==> src/rtl/fpr_pkg.sv <==
// ----------------------------------------------------------------------------
// FIFO page replacement package
// Widths, register codes, controller states and chain structs.
// ----------------------------------------------------------------------------
package fpr_pkg;

  localparam int ADDR_W      = 32;
  localparam int MAX_FRAMES  = 16;
  localparam int FRAME_W     = $clog2(MAX_FRAMES);
  localparam int FCNT_W      = $clog2(MAX_FRAMES + 1);
  localparam int NUMF_W      = 5;
  localparam int PSIZE_W     = 17;
  localparam int CNT_W       = 32;
  localparam int OUT_FRAME_W = 4;
  localparam int DIV_CNT_W   = $clog2(ADDR_W + 1);
  localparam int CFG_IDX_W   = 2;
  localparam int CFG_DATA_W  = 17;
  localparam int IN_TDATA_W  = ((ADDR_W + 7) / 8) * 8;
  localparam int OUT_BITS    = 1 + OUT_FRAME_W + 2 * CNT_W;
  localparam int OUT_TDATA_W = ((OUT_BITS + 7) / 8) * 8;

  localparam logic [NUMF_W-1:0]  NUM_FRAMES_RST = NUMF_W'(4);
  localparam logic [PSIZE_W-1:0] PSIZE_RST      = PSIZE_W'(256);

  // Configuration register indexes
  localparam logic [CFG_IDX_W-1:0] REG_NUM_FRAMES = CFG_IDX_W'(0);
  localparam logic [CFG_IDX_W-1:0] REG_PSIZE      = CFG_IDX_W'(1);

  typedef enum logic [1:0] {
    S_IDLE,
    S_DIV,
    S_SEARCH,
    S_DONE
  } state_t;

  // Search token that walks the cell row
  typedef struct packed {
    logic              vld;
    logic [ADDR_W-1:0] page;
    logic              hit;
    logic [FRAME_W-1:0] frame;
  } token_t;

  // Frame load request broadcast to all cells
  typedef struct packed {
    logic               en;
    logic [FRAME_W-1:0] idx;
    logic [ADDR_W-1:0]  page;
  } fill_t;

endpackage

==> src/rtl/fpr_div.sv <==
// ----------------------------------------------------------------------------
// FPR divider
// Restoring radix-2 divider: address by page size, one quotient bit a cycle.
// ----------------------------------------------------------------------------
module fpr_div (
  input  logic                        clk,
  input  logic                        rst,
  input  logic                        start,
  input  logic [fpr_pkg::ADDR_W-1:0]  dividend,
  input  logic [fpr_pkg::PSIZE_W-1:0] divisor,
  output logic                        done,
  output logic [fpr_pkg::ADDR_W-1:0]  quotient
);
  import fpr_pkg::*;

  logic                 busy;
  logic [DIV_CNT_W-1:0] cnt;
  logic [PSIZE_W:0]     rem;
  logic [PSIZE_W:0]     dvs;
  logic [ADDR_W-1:0]    quo;
  logic [PSIZE_W:0]     shifted;
  logic                 take;

  // Trial subtract of the shifted remainder
  assign shifted  = {rem[PSIZE_W-1:0], quo[ADDR_W-1]};
  assign take     = (shifted >= dvs);
  assign quotient = quo;

  // Control: step counter and done pulse
  always_ff @(posedge clk) begin
    if (rst) begin
      busy <= 1'b0;
      cnt  <= '0;
      done <= 1'b0;
    end else begin
      done <= 1'b0;
      if (start) begin
        busy <= 1'b1;
        cnt  <= '0;
      end else if (busy) begin
        cnt <= cnt + DIV_CNT_W'(1);
        if (cnt == DIV_CNT_W'(ADDR_W - 1)) begin
          busy <= 1'b0;
          done <= 1'b1;
        end
      end
    end
  end

  // Datapath: zero divisor counts as one
  always_ff @(posedge clk) begin
    if (start) begin
      rem <= '0;
      quo <= dividend;
      dvs <= (divisor == '0) ? (PSIZE_W + 1)'(1) : {1'b0, divisor};
    end else if (busy) begin
      rem <= take ? (shifted - dvs) : shifted;
      quo <= {quo[ADDR_W-2:0], take};
    end
  end

endmodule

==> src/rtl/fpr_cell.sv <==
// ----------------------------------------------------------------------------
// FPR frame cell
// Holds one frame's page and valid bit, checks the passing search token.
// ----------------------------------------------------------------------------
module fpr_cell (
  input  logic                        clk,
  input  logic                        rst,
  input  logic [fpr_pkg::FRAME_W-1:0] cell_idx,
  input  logic [fpr_pkg::FCNT_W-1:0]  frames_used,
  input  fpr_pkg::fill_t              fill,
  input  fpr_pkg::token_t             tok_in,
  output fpr_pkg::token_t             tok_out
);
  import fpr_pkg::*;

  logic [ADDR_W-1:0] page;
  logic              valid;
  logic              in_use;
  logic              match;
  logic              load;

  assign in_use = ({1'b0, cell_idx} < frames_used);
  assign match  = valid && in_use && !tok_in.hit && (page == tok_in.page);
  assign load   = fill.en && (fill.idx == cell_idx);

  // Valid bit
  always_ff @(posedge clk) begin
    if (rst) begin
      valid <= 1'b0;
    end else if (load) begin
      valid <= 1'b1;
    end
  end

  // Stored page number
  always_ff @(posedge clk) begin
    if (load) begin
      page <= fill.page;
    end
  end

  // Advance the token, mark the first match
  always_ff @(posedge clk) begin
    if (rst) begin
      tok_out <= '0;
    end else begin
      tok_out.vld   <= tok_in.vld;
      tok_out.page  <= tok_in.page;
      tok_out.hit   <= tok_in.hit | match;
      tok_out.frame <= match ? cell_idx : tok_in.frame;
    end
  end

endmodule

==> src/rtl/fifo_page_replacement.sv <==
// Each address passes the 32-step divider and then the 16-cell search walk, with
// one item in flight at a time; a new item is taken only once the last commits.
// A finished result waits in the output register while the next item is taken.
// Reset (rst, synchronous, active high) clears frame valid bits, victim
// pointer, counters and restores num_frames = 4, psize = 256.
// ----------------------------------------------------------------------------
// FIFO page replacement unit
// Divides each address by the page size, searches resident frames through a
// row of cells and loads missing pages into the FIFO victim frame.
// ----------------------------------------------------------------------------
module fifo_page_replacement (
  input  logic                            clk,
  input  logic                            rst,
  input  logic                            cfg_we,
  input  logic [fpr_pkg::CFG_IDX_W-1:0]   cfg_index,
  input  logic [fpr_pkg::CFG_DATA_W-1:0]  cfg_data,
  input  logic                            s_tvalid,
  output logic                            s_tready,
  // s_tdata: address[31:0]
  input  logic [fpr_pkg::IN_TDATA_W-1:0]  s_tdata,
  output logic                            m_tvalid,
  input  logic                            m_tready,
  // m_tdata: fault[0], frame_index[4:1], reference_count[36:5],
  //          fault_count[68:37], zero fill above
  output logic [fpr_pkg::OUT_TDATA_W-1:0] m_tdata
);
  import fpr_pkg::*;

  state_t state, state_next;

  logic [NUMF_W-1:0]  num_frames;
  logic [PSIZE_W-1:0] psize;
  logic [FCNT_W-1:0]  frames_used;
  logic [FRAME_W-1:0] victim;
  logic [FRAME_W-1:0] victim_sel;
  logic [FRAME_W-1:0] victim_next;
  logic [CNT_W-1:0]   refs_seen;
  logic [CNT_W-1:0]   faults_seen;
  logic [CNT_W-1:0]   refs_inc;
  logic [CNT_W-1:0]   faults_inc;
  logic               res_hit;
  logic [FRAME_W-1:0] res_frame;
  logic [FRAME_W-1:0] frame_used;
  logic               accept;
  logic               div_done;
  logic [ADDR_W-1:0]  quotient;
  logic               commit;
  fill_t              fill;
  token_t             tok [MAX_FRAMES+1];

  assign accept = s_tvalid && s_tready;

  // Configuration registers
  always_ff @(posedge clk) begin
    if (rst) begin
      num_frames <= NUM_FRAMES_RST;
      psize      <= PSIZE_RST;
    end else if (cfg_we) begin
      unique case (cfg_index)
        REG_NUM_FRAMES: num_frames <= cfg_data[NUMF_W-1:0];
        REG_PSIZE:      psize      <= cfg_data[PSIZE_W-1:0];
        default: ;
      endcase
    end
  end

  // Clamp frame count to one .. MAX_FRAMES
  always_comb begin
    if (num_frames == '0) begin
      frames_used = FCNT_W'(1);
    end else if (FCNT_W'(num_frames) > FCNT_W'(MAX_FRAMES)) begin
      frames_used = FCNT_W'(MAX_FRAMES);
    end else begin
      frames_used = FCNT_W'(num_frames);
    end
  end

  fpr_div u_div (
    .clk      (clk),
    .rst      (rst),
    .start    (accept),
    .dividend (s_tdata[ADDR_W-1:0]),
    .divisor  (psize),
    .done     (div_done),
    .quotient (quotient)
  );

  // Launch the search token when the page number is ready
  always_comb begin
    tok[0]       = '0;
    tok[0].vld   = div_done;
    tok[0].page  = quotient;
  end

  for (genvar g = 0; g < MAX_FRAMES; g++) begin : g_cell
    fpr_cell u_cell (
      .clk         (clk),
      .rst         (rst),
      .cell_idx    (FRAME_W'(g)),
      .frames_used (frames_used),
      .fill        (fill),
      .tok_in      (tok[g]),
      .tok_out     (tok[g+1])
    );
  end

  // Capture search result at the end of the row
  always_ff @(posedge clk) begin
    if (tok[MAX_FRAMES].vld) begin
      res_hit   <= tok[MAX_FRAMES].hit;
      res_frame <= tok[MAX_FRAMES].frame;
    end
  end

  // Next state
  always_comb begin
    state_next = state;
    unique case (state)
      S_IDLE:   if (accept) state_next = S_DIV;
      S_DIV:    if (div_done) state_next = S_SEARCH;
      S_SEARCH: if (tok[MAX_FRAMES].vld) state_next = S_DONE;
      S_DONE:   if (!m_tvalid || m_tready) state_next = S_IDLE;
      default:  state_next = S_IDLE;
    endcase
  end

  // Controller outputs; take no item while in reset
  always_comb begin
    s_tready = 1'b0;
    commit   = 1'b0;
    unique case (state)
      S_IDLE:   s_tready = !rst;
      S_DONE:   commit   = !m_tvalid || m_tready;
      default: ;
    endcase
  end

  always_ff @(posedge clk) begin
    if (rst) begin
      state <= S_IDLE;
    end else begin
      state <= state_next;
    end
  end

  // Victim choice and FIFO pointer advance
  always_comb begin
    victim_sel  = ({1'b0, victim} < frames_used) ? victim : '0;
    victim_next = ((FCNT_W'(victim_sel) + FCNT_W'(1)) >= frames_used) ?
                  '0 : victim_sel + FRAME_W'(1);
    frame_used  = res_hit ? res_frame : victim_sel;
    refs_inc    = (refs_seen == '1) ? refs_seen : refs_seen + CNT_W'(1);
    faults_inc  = (faults_seen == '1) ? faults_seen : faults_seen + CNT_W'(1);
    fill.en     = commit && !res_hit;
    fill.idx    = victim_sel;
    fill.page   = tok[MAX_FRAMES].page;
  end

  // Page number rides in the last token register until commit
  // Update pointer and saturating counters on commit
  always_ff @(posedge clk) begin
    if (rst) begin
      victim      <= '0;
      refs_seen   <= '0;
      faults_seen <= '0;
    end else if (commit) begin
      refs_seen <= refs_inc;
      if (!res_hit) begin
        victim      <= victim_next;
        faults_seen <= faults_inc;
      end
    end
  end

  // Output register
  always_ff @(posedge clk) begin
    if (rst) begin
      m_tvalid <= 1'b0;
    end else if (commit) begin
      m_tvalid <= 1'b1;
    end else if (m_tready) begin
      m_tvalid <= 1'b0;
    end
  end

  always_ff @(posedge clk) begin
    if (commit) begin
      m_tdata <= OUT_TDATA_W'({(res_hit ? faults_seen : faults_inc), refs_inc,
                               OUT_FRAME_W'(frame_used), !res_hit});
    end
  end

endmodule

==> config.mk <==
export PLATFORM = sky130hd
export DESIGN_NAME = fifo_page_replacement
export DESIGN_NICKNAME = d
export VERILOG_FILES = /design/src/rtl/fpr_pkg.sv /design/src/rtl/fpr_div.sv /design/src/rtl/fpr_cell.sv /design/src/rtl/fifo_page_replacement.sv
export SDC_FILE = /design/constraint.sdc
export NUM_CORES = 2
export LEC_CHECK = 0
export BUFFER_PORTS_ARGS = -buffer_cell sky130_fd_sc_hd__buf_2
export CAP_MARGIN = 20
export CORE_ASPECT_RATIO = 0.6
export CORE_MARGIN = 2
export CORE_UTILIZATION = 40
export CTS_CLUSTER_DIAMETER = 60
export DETAILED_ROUTE_END_ITERATION = 8
export PLACE_DENSITY_LB_ADDON = 0.2
export SLEW_MARGIN = 20
export SYNTH_ARGS = -nofsm -noshare
export SYNTH_HDL_FRONTEND = slang
export SYNTH_SLANG_ARGS = --single-unit
==> constraint.sdc <==
create_clock -name clk -period 4 [get_ports clk]
set_clock_uncertainty 0.05 [all_clocks]
set_input_delay 0.2 -clock clk [delete_from_list [all_inputs] [get_ports clk]]
set_output_delay 0.2 -clock clk [all_outputs]
set_load 0.02 [all_outputs]
# == After elaboration in Yosys (flattened, before gate mapping) ==
# Index checks and enable logic that the tools add are counted.
# totals
mem_bits_ro,0
input_bits,56
wordCells,358
mem_bits_rw,0
mem_count,0
ff_bits,1370
latch_bits,0
output_inout_bits,74
# op_classes
reduce_logical,110
muxes,39
order_cmp,20
n_bitwise,17
n_mul,0
n_eq_ne,42
addsub,6
n_shift,0
n_div,0
# ops
op,n
== test 32 bit,16
2-to-1 mux 32 bit,5
logical AND 1 bit,65
adder 32 x 1 -> 32 bit (second input constant),2
== test 32 bit (second input constant),2
2-to-1 mux 4 bit,11
less-than comparator 4 x 5 -> 1 bit (first input constant),8
== test 4 bit (second input constant),8
OR reduction 2 bit,14
less-than comparator 3 x 5 -> 1 bit (first input constant),4
greater-or-equal comparator 18 x 17 -> 1 bit,1
zero test 1 bit,18
zero test 17 bit,1
2-to-1 mux 17 bit,1
subtractor 17 bit,1
== test 4 x 3 -> 1 bit (second input constant),4
OR 1 bit,15
2-to-1 mux 2 bit,6
2-to-1 mux 3 bit,4
less-than comparator 1 x 5 -> 1 bit (first input constant),2
less-than comparator 2 x 5 -> 1 bit (first input constant),2
2-to-1 mux 5 bit,2
2-to-1 mux 1 bit,9
== test 4 x 2 -> 1 bit (second input constant),2
other kinds (22),31

# == Longest topological paths before layout ==
# depth
depth_word,8
mapped_depth,16
mapped_depth_nobuf,15

# == Hierarchy ==
# Synthesis repeated with hierarchy kept, for this count alone.
# hier_totals
cells_unflattened,4195
area_unflattened_um2,53719.0
# modules_own_cells
module,area_per_inst_um2,cells_per_inst,seq_area_each_um2,instances
fpr_cell,2607.5,189,1741.7,16
fifo_page_replacement,8154.1,827,4083.9,1
fpr_div,3844.9,344,1971.9,1

# == Worst setup path after synthesis ==
# No wires, ideal clock.
# synth_path
path_kind,reg2reg
from,register num_frames[4]
to,register victim[2]
path_buffers,1
arrival_time_ps,3573
setup_time_ps,74
synth_period_minus_slack_ps,3697
required_time_ps,3876
path_stages_with_launch,17
slack_ps,303
path_cell_list,dfxtp_1 clkbuf_1 inv_1 nand2_1 ha_1 o21ai_0 a221oi_2 nand2b_1 inv_1 ha_1 xnor2_1 ha_1 a21o_1 a21o_1 a211oi_1 a41oi_1 o21ai_0
# synth_between
elab_chain_len,8
word_cells_on_any_way,10
classes_between,add/sub: 2; order compare: 3; mux: 4; reduce/logical: 1
# synth_lines
element,line,rtl
"start, declared",fifo_page_replacement.sv:31,logic [NUMF_W-1:0] num_frames;
"start signal, assigned",fifo_page_replacement.sv:60,REG_NUM_FRAMES: num_frames <= cfg_data[NUMF_W-1:0];
> comparator 5 bit,fifo_page_replacement.sv:71,end else if (FCNT_W'(num_frames) > FCNT_W'(MAX_FRAMES)) begin
2-to-1 mux 5 bit,fifo_page_replacement.sv:71,
2-to-1 mux 5 bit (*),fifo_page_replacement.sv:69,if (num_frames == '0) begin
less-than comparator 4 x 5 -> 1 bit,fifo_page_replacement.sv:148,"victim_sel = ({1'b0, victim} < frames_used) ? victim : '0;"
2-to-1 mux 4 bit,fifo_page_replacement.sv:148,
adder 4 x 1 -> 5 bit,fifo_page_replacement.sv:149,victim_next = ((FCNT_W'(victim_sel) + FCNT_W'(1)) >= frames_used) ?
greater-or-equal comparator 5 bit,fifo_page_replacement.sv:149,
2-to-1 mux 4 bit (*),fifo_page_replacement.sv:149,
"end signal, assigned",fifo_page_replacement.sv:169,victim <= victim_next;
"end, declared",fifo_page_replacement.sv:34,logic [FRAME_W-1:0] victim;
# Every way passes the cells marked *; elsewhere a longest branch is shown, timed or not.
# A chain may end at the register's enable or synchronous reset.

# == Worst setup path after layout ==
# Ends and elaborated chain as after synthesis.

==> results by group <==
Run status
  • Status: finished clean

Finish
  • Area delta synth->final: 14.8%
  • Nets: a little over 4000
  • Layout cells sized above 1: slightly above 10%
  • Non-Filler Instances: about 5800
  • FILL cells: 11000

Pwr
  • Net switching power: 6940 uW
  • Leakage dissipation: 0.0198 uW
  • Sw Ratio: between 20% and 30%
  • Int Power: roughly 23000 uW
  • Pwr/cell area: roughly 520 mW/mm2
  • Peak supply drop: roughly 0.36 mV
  • Gate power share: 7.4%
  • Clock Power Share: 41.0%
  • Part of the power in registers: 51.6%

Placement
  • GPL Wtd Cong: between 0.8 and 0.9
  • Buffers on Ports: roughly 130
  • Cells after DPL: 5466
  • DP Wirelength: between 80000 and 90000 um

Synthesis
  • Post-synthesis sequential area ratio: 68.1%
  • EDFF count, synth: roughly 640
  • Synth Flop Type: dfxtp_1
  • Synth unique cells: 73
  • Post-synthesis cell count: between 3000 and 4000
  • Synthesized cell area: 0.0494 mm2
  • Ys async rst share: 0%
  • Synth Area per Inst: about 13 um2
  • YS warnings: 0
  • Yosys reg bits: 1362

Clock tree
  • Clk buf depth: 3
  • Clk_lat worst skew: between 700 and 800 ps
  • Htree depth: 3
  • Root Buffer: clkbuf_16
  • CTS tree: built
  • CTS sink count: around 1400
  • TritonCTS Buffers: approximately 120
  • Clk slew on worst S/H paths: about 70 ps
  • Post-CTS Setup Bufs: 0

STA
  • # setup viols final: 0
  • Slew margin rel.: about 25%
  • Setup TNS Final: 0 ps
  • Hold Violations, Final: 0
  • RSZ-0062 raised after global routing: false
  • Max Fclk: between 200 and 300 MHz
  • Final Cycle Share: 92.0%
  • Crit path time final: roughly 3700 ps
  • Slew Limit Fails: 0
  • Slew @ Worst Pin: roughly 1100 ps

Setup path
  • Critical path type: register to register
  • Startpoint types: register
  • Worst r2r src: num_frames[4]
  • Arrival @ worst endpoint: ~4300 ps
  • RR Endpoint: victim[2]
  • CP Data Required Time: 4610 ps
  • R2R setup slack: around 320 ps
  • Worst Reg-to-Reg Cells: 15
  • Worst path most repeated cell: ha_1
  • Max FO, Critical Path: 7
  • CP max-delay cell: a211oi_2
  • Crit-path cells: inv_1 > nand2_1 > ha_1 > o21ai_0 > a221oi_2 > nand2b_1 > inv_1 > ha_1 > xnor2_1 > ha_1 > a21o_1 > a21o_1 > a211oi_2 > a41oi_1 > o21ai_0
  • Critical Path Sink Type: register
  • Max incr delay on CP: approximately 420 ps

Detailed routing
  • Wire per inst: 22.3 um
  • Routed vias/inst: 4.91
  • DRT iter0 DRCs: ~3000
  • Drt first pass iters: 5
  • Residual DRC: 0
  • DR vias: around 28000
  • Final ANT Viol Nets: 0
  • Final wirelength: 128000 um

Global route
  • Met1 track demand over resource: between 30% and 40%
  • Met2 usage: about 25%
  • Met3 track demand over resource: ~4.1%
  • Largest net degree at the start of global routing: 206
  • Global-route wire length before repair: 185000 um
  • Initial antenna violation count: 20
  • Global route hottest layer: met1
  • Vias in the first global route: ~27000
  • Grt ovf: 0
  • GRT Total Usage: between 10% and 20%

Floorplan
  • Starting Density: between 40% and 50%
  • Die H: 276 um
  • Num rows: slightly below 100
  • Ports: 130
  • Core area: between 0.1 and 0.15 mm2
  • Die area: 0.126 mm2
  • Die Wd: 457 um

Run
  • Number of max-cap violations: 0

Min path
  • Type of the tightest min-delay check: primary input to register
  • End of the worst hold path: psize[11]
  • Hold wc startpoint: cfg_index[0]
  • Hold Path Stages: 4
worst max path at each step:
stage | start | to | cells after the start
2_1_floorplan | num_frames[4] | victim[2] | 16
3_3_place_gp | num_frames[4] | victim[2] | 15
3_5_place_dp | num_frames[4] | victim[2] | 15
4_1_cts | num_frames[4] | victim[2] | 15
5_1_grt | num_frames[4] | victim[2] | 15
6_report | num_frames[4] | victim[2] | 15
layout make-up:
cell class | instances | area (um2) | area share, %
Timing Repair Buffer | 240 | 1660 | 2.93
Tap cell | 1616 | 2020 | 3.57
Clock buffer | 163 | 3460 | 6.11
Inverter | 87 | 327 | 0.576
Sequential cell | 1362 | 33600 | 59.3
Multi-Input combinational cell | 2217 | 14900 | 26.2
Clock inverter | 61 | 682 | 1.20
Antenna cell | 7 | 17.5 | 0.0309
placed cells by master, fill, tap and decap left out, drive strengths merged, types with 4 or more instances in the layout:
master	count
dfxtp	727
edfxtp	635
nor2b	532
xor2	339
xnor2	299
nand2	222
buf	184
clkbuf	163
nor2	147
a21oi	98
inv	96
nand4	94
nor4	89
dlygate4sd3	56
nand3	47
nor3	42
o21ai	40
ha	36
clkinv	33
and2	30
and3	30
o21a	24
mux2i	15
bufinv	13
nand2b	12
and4	12
or3	11
a41oi	8
diode	7
nor3b	7
a211oi	7
o31ai	6
a21o	6
clkinvlp	6
nor4b	5
a31oi	5
o22ai	5
o211ai	5
o31a	4
a2111oi	4
logic make-up (layout without fill, tap and decap cells):
kind of cell | count (synthesis) | after routing | synth area share (%)
flops | 1362 | 1362 | 68.1
simple gates | 1292 | 1292 | 14.5
xor+xnor | 638 | 638 | 11.3
compound gates | 230 | 230 | 2.92
buf+inv | 228 | 551 | 1.82
fa+ha+maj | 37 | 37 | 0.953
mux | 17 | 17 | 0.350
other cells | 1 | 10 | 0.00760
power by group through the flow:
stage	Sequential, uW	Clock, uW	Combinational (uW)
floorplan	15500	0	1550
global placement	15600	0	2140
detailed placement	15600	0	2140
CTS	15300	12400	2200
global route	15300	12900	2440
finish	15300	12200	2200
routing by layer:
metal,wire length [um],up-vias
li1,-,13400
met1,68600,14000
met2,48000,775
met3,9490,142
met4,1960,0
met5,0,-
metrics by stage:
step / total power, uW / area, um2 / hold WS, ps / util (%) / setup slack [ps]
after CTS: 29900 / 56600 / 89.5 / 46.4 / 175
after global placement: 17700 / 51900 / 338 / 42.6 / 337
after global routing: 30700 / 56700 / 134 / 46.4 / 44.7
after detailed placement: 17700 / 51900 / 339 / 42.6 / 216
final: 29700 / 56700 / 146 / 46.5 / 322
after floorplan: 17000 / 49400 / 274 / - / 303
sequential cells by signal (all words and copies together), names as in the netlist, 16 cells and up:
| register | flops |
|---|---|
| u_div.dvs | 17 |
| g_cell.u_cell.valid | 16 |
| psize | 17 |
| u_div.quotient | 32 |
| g_cell.u_cell.tok_out | 593 |
| u_div.rem | 17 |
| g_cell.u_cell.page | 512 |
| faults_seen | 32 |
| refs_seen | 32 |
| m_tdata | 69 |
cells in the mapped netlist (30+ instances only):
master,count,share of area [%]
nor4_1,87,1.1
nand2_1,221,1.7
a21oi_1,98,0.99
dfxtp_1,727,29
xnor2_1,299,5.3
edfxtp_1,635,39
xor2_1,339,6.0
nor2_1,147,1.1
and3_1,30,0.38
clkbuf_1,117,0.89
and2_1,30,0.38
nor3_1,42,0.43
ha_1,36,0.91
nor2b_1,532,6.7
nand3_1,45,0.46
nand4_1,93,1.2
o21ai_0,38,0.39
inv_1,86,0.65
worst max-delay path: cells and delay by family (launching register included):
kind	cells	cell delay, ps
AOI/OAI and AO/OA	7	1560
xor gates and xnor gates	1	170
adders and majority gates	3	790
buffers and inverters	2	340
DFF	1	310
and+or+nand+nor	2	390
repair_timing:
item                                   CTS  global route
endpoints found under the hold margin   89             0
hold buffers                            56             0
setup endpoints to repair                0             4
resized for setup                        0             1
No activity file was read; power rests on OpenSTA's default activity.
